<file path="src/hw/rtl/atapio_pkg.sv">
`timescale 1ns / 1ps
// ----------------------------------------------------------------------------
// ATA PIO read sequencer package
// Shared codes, constants and the result record.
// ----------------------------------------------------------------------------
package atapio_pkg;

  localparam int unsigned WORDS_PER_SECTOR = 256;
  localparam logic [23:0] POLL_LIMIT_RESET = 24'd2000000;

  localparam logic [1:0] OP_START  = 2'd0;
  localparam logic [1:0] OP_STATUS = 2'd1;
  localparam logic [1:0] OP_DATA   = 2'd2;

  localparam logic [1:0] ACT_NONE  = 2'd0;
  localparam logic [1:0] ACT_WRITE = 2'd1;
  localparam logic [1:0] ACT_READ  = 2'd2;

  localparam logic [2:0] REG_DATA    = 3'd0;
  localparam logic [2:0] REG_COUNT   = 3'd2;
  localparam logic [2:0] REG_LBA_LO  = 3'd3;
  localparam logic [2:0] REG_LBA_MID = 3'd4;
  localparam logic [2:0] REG_LBA_HI  = 3'd5;
  localparam logic [2:0] REG_DRIVE   = 3'd6;
  localparam logic [2:0] REG_STATUS  = 3'd7;

  localparam logic [7:0] DRIVE_LBA = 8'hE0;
  localparam logic [7:0] CMD_READ  = 8'h20;

  localparam int unsigned ST_BSY = 7;
  localparam int unsigned ST_DRQ = 3;
  localparam int unsigned ST_ERR = 0;

  typedef struct packed {
    logic        failed;
    logic        finished;
    logic [15:0] word_offset;
    logic [15:0] word_value;
    logic        word_valid;
    logic [7:0]  write_value;
    logic [2:0]  register;
    logic [1:0]  action;
  } result_t;

  typedef struct packed {
    logic    load;
    logic    burst;
    logic    zero_count;
    result_t res;
  } req_t;

endpackage

</file>
<file path="src/hw/rtl/ata_pio_sector_read_sequencer.sv">
`timescale 1ns / 1ps
// ----------------------------------------------------------------------------
// ATA PIO LBA28 sector read sequencer
// Host-side sequencer: status polls, command burst, sector data reads.
// ----------------------------------------------------------------------------
// The first result of an item appears in the cycle after it is accepted.
// Throughput: one item per cycle for items with one result, while the output
//   is not stalled; the command burst holds the result register for seven results.
// Reset: idle, all counters zero, busy poll limit 2000000.
module ata_pio_sector_read_sequencer #(
  parameter int unsigned WORDS_PER_SECTOR = atapio_pkg::WORDS_PER_SECTOR
) (
  input  logic        clk_i,
  input  logic        rst_ni,
  input  logic        cfg_valid_i,
  output logic        cfg_ready_o,
  input  logic [23:0] cfg_data_i,     // bsy_poll_limit
  input  logic        s_axis_tvalid,
  output logic        s_axis_tready,
  input  logic [55:0] s_axis_tdata,   // lba, sector_count, read_value, pad
  input  logic [1:0]  s_axis_tuser,   // opcode
  output logic        m_axis_tvalid,
  input  logic        m_axis_tready,
  output logic [47:0] m_axis_tdata,   // register, write_value, word_valid,
                                      // word_value, word_offset, finished,
                                      // failed, pad
  output logic [1:0]  m_axis_tuser,   // bus_action
  output logic        m_axis_tlast
);

  localparam int unsigned WW = $clog2(WORDS_PER_SECTOR);
  localparam logic [WW-1:0] WORD_LAST = WW'(WORDS_PER_SECTOR - 1);

  typedef enum logic [2:0] {
    PH_IDLE,
    PH_BSY_CMD,
    PH_BSY_SEC,
    PH_DRQ,
    PH_DATA
  } phase_e;

  phase_e         phase_q, phase_d;
  logic [27:0]    addr_q, addr_d;
  logic [7:0]     total_q, total_d;
  logic [7:0]     sector_q, sector_d;
  logic [WW-1:0]  word_q, word_d;
  logic [23:0]    poll_q, poll_d;
  logic [15:0]    offset_q, offset_d;
  logic [23:0]    limit_q, limit_d;

  atapio_pkg::req_t req;
  logic             free;
  logic             accept;
  logic [1:0]       op;
  logic [7:0]       st;
  logic [15:0]      val;
  logic [24:0]      poll_next;
  logic [7:0]       sector_next;

  assign s_axis_tready = free;
  assign cfg_ready_o   = 1'b1;
  assign accept        = s_axis_tvalid && free;
  assign op            = s_axis_tuser;
  assign val           = s_axis_tdata[51:36];
  assign st            = val[7:0];
  assign poll_next     = {1'b0, poll_q} + 25'd1;
  assign sector_next   = sector_q + 8'd1;

  always_comb begin
    phase_d  = phase_q;
    addr_d   = addr_q;
    total_d  = total_q;
    sector_d = sector_q;
    word_d   = word_q;
    poll_d   = poll_q;
    offset_d = offset_q;
    limit_d  = cfg_valid_i ? cfg_data_i : limit_q;
    req      = '0;

    if (accept) begin
      if (op == atapio_pkg::OP_START) begin
        addr_d           = s_axis_tdata[27:0];
        total_d          = s_axis_tdata[35:28];
        sector_d         = 8'd0;
        word_d           = '0;
        poll_d           = 24'd0;
        offset_d         = 16'd0;
        phase_d          = PH_BSY_CMD;
        req.load         = 1'b1;
        req.res.action   = atapio_pkg::ACT_READ;
        req.res.register = atapio_pkg::REG_STATUS;
      end else if (op == atapio_pkg::OP_STATUS &&
                   (phase_q == PH_BSY_CMD || phase_q == PH_BSY_SEC) &&
                   st[atapio_pkg::ST_BSY]) begin
        req.load = 1'b1;
        if (poll_next >= {1'b0, limit_q}) begin
          phase_d        = PH_IDLE;
          req.res.failed = 1'b1;
        end else begin
          poll_d           = poll_next[23:0];
          req.res.action   = atapio_pkg::ACT_READ;
          req.res.register = atapio_pkg::REG_STATUS;
        end
      end else if (op == atapio_pkg::OP_STATUS && phase_q == PH_BSY_CMD) begin
        req.load       = 1'b1;
        req.burst      = 1'b1;
        req.zero_count = (total_q == 8'd0);
        phase_d        = (total_q == 8'd0) ? PH_IDLE : PH_BSY_SEC;
        poll_d         = 24'd0;
        sector_d       = 8'd0;
      end else if (op == atapio_pkg::OP_STATUS && phase_q == PH_BSY_SEC) begin
        phase_d          = PH_DRQ;
        req.load         = 1'b1;
        req.res.action   = atapio_pkg::ACT_READ;
        req.res.register = atapio_pkg::REG_STATUS;
      end else if (op == atapio_pkg::OP_STATUS && phase_q == PH_DRQ) begin
        req.load = 1'b1;
        if (st[atapio_pkg::ST_ERR]) begin
          phase_d        = PH_IDLE;
          req.res.failed = 1'b1;
        end else if (st[atapio_pkg::ST_DRQ]) begin
          phase_d          = PH_DATA;
          word_d           = '0;
          req.res.action   = atapio_pkg::ACT_READ;
          req.res.register = atapio_pkg::REG_DATA;
        end else begin
          req.res.action   = atapio_pkg::ACT_READ;
          req.res.register = atapio_pkg::REG_STATUS;
        end
      end else if (op == atapio_pkg::OP_DATA && phase_q == PH_DATA) begin
        req.load               = 1'b1;
        req.res.word_valid     = 1'b1;
        req.res.word_value     = val;
        req.res.word_offset    = offset_q;
        offset_d               = offset_q + 16'd1;
        if (word_q == WORD_LAST) begin
          word_d   = '0;
          sector_d = sector_next;
          if (sector_next >= total_q) begin
            phase_d          = PH_IDLE;
            req.res.finished = 1'b1;
          end else begin
            phase_d          = PH_BSY_SEC;
            poll_d           = 24'd0;
            req.res.action   = atapio_pkg::ACT_READ;
            req.res.register = atapio_pkg::REG_STATUS;
          end
        end else begin
          word_d           = word_q + WW'(1);
          req.res.action   = atapio_pkg::ACT_READ;
          req.res.register = atapio_pkg::REG_DATA;
        end
      end
    end
  end

  always_ff @(posedge clk_i or negedge rst_ni) begin
    if (!rst_ni) begin
      phase_q  <= PH_IDLE;
      addr_q   <= 28'd0;
      total_q  <= 8'd0;
      sector_q <= 8'd0;
      word_q   <= '0;
      poll_q   <= 24'd0;
      offset_q <= 16'd0;
      limit_q  <= atapio_pkg::POLL_LIMIT_RESET;
    end else begin
      phase_q  <= phase_d;
      addr_q   <= addr_d;
      total_q  <= total_d;
      sector_q <= sector_d;
      word_q   <= word_d;
      poll_q   <= poll_d;
      offset_q <= offset_d;
      limit_q  <= limit_d;
    end
  end

  atapio_out u_out (
    .clk_i         (clk_i),
    .rst_ni        (rst_ni),
    .req_i         (req),
    .addr_i        (addr_q),
    .count_i       (total_q),
    .free_o        (free),
    .m_axis_tvalid (m_axis_tvalid),
    .m_axis_tready (m_axis_tready),
    .m_axis_tdata  (m_axis_tdata),
    .m_axis_tuser  (m_axis_tuser),
    .m_axis_tlast  (m_axis_tlast)
  );

endmodule

</file>
<file path="src/hw/rtl/atapio_out.sv">
`timescale 1ns / 1ps
// ----------------------------------------------------------------------------
// ATA PIO read sequencer output stage
// Result register; expands the command burst into seven items.
// ----------------------------------------------------------------------------
module atapio_out (
  input  logic               clk_i,
  input  logic               rst_ni,
  input  atapio_pkg::req_t   req_i,
  input  logic [27:0]        addr_i,
  input  logic [7:0]         count_i,
  output logic               free_o,
  output logic               m_axis_tvalid,
  input  logic               m_axis_tready,
  output logic [47:0]        m_axis_tdata,  // register, write_value, word_valid,
                                            // word_value, word_offset, finished,
                                            // failed, pad
  output logic [1:0]         m_axis_tuser,  // bus_action
  output logic               m_axis_tlast
);

  localparam logic [2:0] BURST_LAST = 3'd6;

  function automatic atapio_pkg::result_t burst_result(
    input logic [2:0]  idx,
    input logic [27:0] addr,
    input logic [7:0]  count,
    input logic        zero
  );
    atapio_pkg::result_t r;
    r = '0;
    r.action = atapio_pkg::ACT_WRITE;
    case (idx)
      3'd0: begin
        r.register    = atapio_pkg::REG_DRIVE;
        r.write_value = atapio_pkg::DRIVE_LBA | {4'h0, addr[27:24]};
      end
      3'd1: begin
        r.register    = atapio_pkg::REG_COUNT;
        r.write_value = count;
      end
      3'd2: begin
        r.register    = atapio_pkg::REG_LBA_LO;
        r.write_value = addr[7:0];
      end
      3'd3: begin
        r.register    = atapio_pkg::REG_LBA_MID;
        r.write_value = addr[15:8];
      end
      3'd4: begin
        r.register    = atapio_pkg::REG_LBA_HI;
        r.write_value = addr[23:16];
      end
      3'd5: begin
        r.register    = atapio_pkg::REG_STATUS;
        r.write_value = atapio_pkg::CMD_READ;
      end
      default: begin
        if (zero) begin
          r.action   = atapio_pkg::ACT_NONE;
          r.finished = 1'b1;
        end else begin
          r.action   = atapio_pkg::ACT_READ;
          r.register = atapio_pkg::REG_STATUS;
        end
      end
    endcase
    return r;
  endfunction

  logic                valid_q, valid_d;
  logic                burst_q, burst_d;
  logic [2:0]          idx_q, idx_d;
  logic                zero_q, zero_d;
  atapio_pkg::result_t res_q, res_d;
  logic                last;

  assign last   = !burst_q || (idx_q == BURST_LAST);
  assign free_o = !valid_q || (m_axis_tready && last);

  always_comb begin
    valid_d = valid_q;
    burst_d = burst_q;
    idx_d   = idx_q;
    zero_d  = zero_q;
    res_d   = res_q;
    if (req_i.load) begin
      valid_d = 1'b1;
      burst_d = req_i.burst;
      idx_d   = 3'd0;
      zero_d  = req_i.zero_count;
      res_d   = req_i.burst ? burst_result(3'd0, addr_i, count_i, req_i.zero_count)
                            : req_i.res;
    end else if (valid_q && m_axis_tready) begin
      if (!last) begin
        idx_d = idx_q + 3'd1;
        res_d = burst_result(idx_q + 3'd1, addr_i, count_i, zero_q);
      end else begin
        valid_d = 1'b0;
        burst_d = 1'b0;
      end
    end
  end

  always_ff @(posedge clk_i or negedge rst_ni) begin
    if (!rst_ni) begin
      valid_q <= 1'b0;
      burst_q <= 1'b0;
      idx_q   <= 3'd0;
    end else begin
      valid_q <= valid_d;
      burst_q <= burst_d;
      idx_q   <= idx_d;
    end
  end

  always_ff @(posedge clk_i) begin
    zero_q <= zero_d;
    res_q  <= res_d;
  end

  assign m_axis_tvalid = valid_q;
  assign m_axis_tlast  = last;
  assign m_axis_tuser  = res_q.action;
  assign m_axis_tdata  = {2'b00, res_q.failed, res_q.finished, res_q.word_offset,
                          res_q.word_value, res_q.word_valid, res_q.write_value,
                          res_q.register};

endmodule

</file>
<file path="config.mk">
export PLATFORM = sky130hd
export DESIGN_NAME = ata_pio_sector_read_sequencer
export DESIGN_NICKNAME = d
export VERILOG_FILES = /design/src/hw/rtl/atapio_pkg.sv /design/src/hw/rtl/ata_pio_sector_read_sequencer.sv /design/src/hw/rtl/atapio_out.sv
export SDC_FILE = /design/constraint.sdc
export NUM_CORES = 1
export LEC_CHECK = 0
export BUFFER_PORTS_ARGS = -buffer_cell sky130_fd_sc_hd__clkbuf_2
export CORE_MARGIN = 5
export CORE_UTILIZATION = 51
export CTS_CLUSTER_DIAMETER = 200
export DETAILED_ROUTE_END_ITERATION = 7
export GPL_TIMING_DRIVEN = 0
export PLACE_DENSITY = 0.73
export SYNTH_ARGS = -nofsm -noshare
export SYNTH_HDL_FRONTEND = slang
export SYNTH_SLANG_ARGS = --single-unit
</file>
<file path="constraint.sdc">
create_clock -name clk_i -period 7.09 [get_ports clk_i]
set_clock_uncertainty 0.2 [all_clocks]
set_input_delay 1.418 -clock clk_i [delete_from_list [all_inputs] [get_ports clk_i]]
set_output_delay 1.418 -clock clk_i [all_outputs]
set_load 0.02 [all_outputs]
</file>
==> results_dict.tcl <==
set metrics [dict create \
    outcome "finished, final reports clean" \
    drive_gt1_share_pct 22.4 \
    cts_root_buffer "clkbuf_16" \
    vias 6965 \
    ctsResizeCount 0 \
    postPlaceCellArea_um2 9950 \
    die_w_um 142 \
    synth.area.top_cells "dfrtp_1 (33%), edfxtp_1 (16%), ha_1 (5.9%), mux2_2 (4.3%), o21ai_0 (4.1%)" \
    cp_cell_sequence "ha_1 -> nand3_1 -> nor4_2 -> nand3_1 -> xnor2_1 -> ha_1 -> nand4_1 -> nor3_1 -> o221a_2 -> o41ai_2 -> nand2_1 -> o2111ai_1 -> mux2_2" \
    ys_ff_latch 173 \
    antenna_found_initial 0 \
    power.density_nw_per_um2 277 \
    routed_wl_um 20300 \
    design_area_um2 10600 \
    cts_setup_buffers 0 \
    drc 0 \
    die_h_um 142 \
    rsz0062_at_grt "false" \
    syn_area_per_cell_um2 10.4 \
    power_leakage_nw 4.86 \
    grt_start_max_net_pins 112 \
    dp_cells 1223 \
    postCtsHoldBufs 0 \
    synthArstFlopShare_pct 71.7 \
    peakVddDrop_mv 0.193 \
    grt_usage_pct 20.2 \
    cts_tree "built" \
    final_common_cell "clkbuf_2" \
    ys_warn_count 0 \
    relSlewSlack_pct 45.4 \
    critPathKind "reg2reg" \
    fin_nets 1146 \
    cts.path.max_buffers 2 \
    clk_pin_slew_ps 60 \
    synthFlopType "dfrtp_1" \
    initial_core_util_pct 51.9 \
    die_area_um2 20300 \
    ioPinCount 141 \
    drtIter0Drc 462 \
    grt_pass1_vias 6631 \
    htree_levels 4 \
    final.period_utilization_pct 71.3 \
    path_delay_family "simple AND/OR/NAND/NOR gates" \
    hold_class "reg2reg" \
    critPathLaunchType "flip-flop" \
    synthCells 863 \
    numPortBuffers 132 \
    clkLatencyLatePin_ps 430 \
    gr-total-overflow 0 \
    final-setup-viol-count 0 \
    synth_edf_count 49 \
    min_period_ps 5050 \
    worstPathMaxFanout 9 \
    layout.cells.non_filler 1255 \
    yosysSeqAreaShare_pct 51.3 \
    vias_per_cell 5.55 \
    arrival_ps 5170 \
    post-dp-hpwl_um 15000 \
    diodes 0 \
    final.setup.tns_ps 0 \
    synth.largest_area_cell "dfrtp_1" \
    place_ws_ps 2110 \
    final_cell_mix "clkbuf_2 (131), dfrtp_1 (117), nand2_1 (97)" \
    wl_per_cell_um 16.2 \
    first_pass_iters 5 \
    maxSlewViolCount 0 \
    row_count 48 \
    netlist_area_um2 8940 \
    fmax_ghz 0.198 \
    coreArea_um2 17200 \
    ys_types 67 \
    tightest_slew_ps 814 \
    grt_pass1_wl_um 33000 \
    layout_setup_ws_ps 2040 \
    max-cap-violations 0 \
    cp.required_ps 7200 \
    cp.buffers_inverters 0 \
    hold_violations 0 \
    numCtsBuffers 17 \
    routabilityCongestion 0.829 \
    synth_top_area_share_pct 32.8 \
    cpPeakStageDelay_ps 770 \
    critPathCaptureType "flip-flop" \
    cpMaxStageDelayCell "nor4_2" \
    syn_to_final_growth_pct 18.2 \
    cts.sinks 173 \
    ant_nets 0 \
]
[stage by stage]
step / total power, mW / hold slack (ps) / util [%]
3_3_place_gp: 1.95 / 271 / 57.3
6_report: 2.93 / 285 / 61.3
3_5_place_dp: 1.97 / 278 / 57.7
2_1_floorplan: 1.75 / 246 / -
4_1_cts: 2.95 / 291 / 61.3
5_1_grt: 3.07 / 327 / 61.3
[worst paths after layout]
check	endpoint	startpoint	depth (start not counted)	slack, ps
max reg2reg	phase_q[1]	poll_q[0]	13	2040
min	word_q[7]	word_q[7]	1	290
max in group asynchronous	u_out.idx_q[2]	rst_ni	2	5290
min reg2reg	word_q[7]	word_q[7]	1	290
min in group asynchronous	limit_q[4]	rst_ni	1	620
max	phase_q[1]	poll_q[0]	13	2040
[registers in the layout, summed over array words and instances (netlist names)]
| register | flops |
|---|---|
| addr_q | 28 |
| limit_q | 24 |
| offset_q | 16 |
| phase_q | 3 |
| poll_q | 24 |
| sector_q | 8 |
| total_q | 8 |
| u_out.burst_q | 1 |
| u_out.idx_q | 3 |
| u_out.m_axis_tdata | 46 |
| u_out.m_axis_tuser | 2 |
| u_out.m_axis_tvalid | 1 |
| u_out.zero_q | 1 |
| word_q | 8 |
[final cells by class]
cell class | instances | area, um^2
fill | 1410 | 6680
sequential | 173 | 4580
multi-input combinational | 612 | 4040
timing repair buffer | 134 | 717
clock buffer | 18 | 429
tap | 225 | 282
clock inverter | 14 | 181
buffer | 38 | 171
inverter | 41 | 154
[cells in the mapped netlist (3+ instances only)]
cell type and n:
o211ai_1 9, a21oi_1 31, or3_1 7, or2_2 6
o2111ai_1 3, a211o_1 4, o22a_1 3, nand2_1 97
a211oi_1 5, inv_1 40, nor2_1 48, xor2_1 21
nor2b_1 11, nor4_1 3, a21o_1 4, a222oi_1 8
and3_1 21, nand3_1 34, nor3_1 13, and2_1 35
xnor2_1 18, buf_1 4, o31ai_1 5, nand4_1 18
o21ai_0 73, edfxtp_1 49, buf_4 3, dfstp_2 7
clkbuf_1 27, dfrtp_1 117, ha_1 42, a22o_1 13
nand2b_1 9, mux2_2 34
[routing by layer]
layer / vias to the layer above / track usage (%) / routed length (um)
met3: 19 / 3.53 / 1170
li1: 3389 / - / -
met2: 187 / 32.2 / 9460
met5: - / 0 / 0
met1: 3370 / 28.7 / 9390
met4: 0 / 5.60 / 246
[kinds of logic (layout without fill, tap and decap cells)]
| logic type | Yosys count | in the layout | share of synthesized area, % |
|---|---|---|---|
| xor gates and xnor gates | 39 | 39 | 3.82 |
| AOI/OAI and AO/OA | 179 | 179 | 13.1 |
| adders and majority gates | 42 | 42 | 5.88 |
| and+or+nand+nor | 314 | 314 | 17.8 |
| buffers and inverters | 79 | 245 | 3.64 |
| DFF | 173 | 173 | 51.3 |
| muxes | 35 | 35 | 4.40 |
| other | 2 | 3 | 0.0840 |
[where the power goes]
group / internal [mW] / switching (mW) / leakage (nW) / total (mW)
clock: 0.563 / 0.412 / 0.297 / 0.975
combinational: 0.254 / 0.393 / 2.51 / 0.647
sequential: 1.22 / 0.0895 / 2.05 / 1.31
total: 2.04 / 0.895 / 4.86 / 2.93
(Power assumes the default switching activity.)
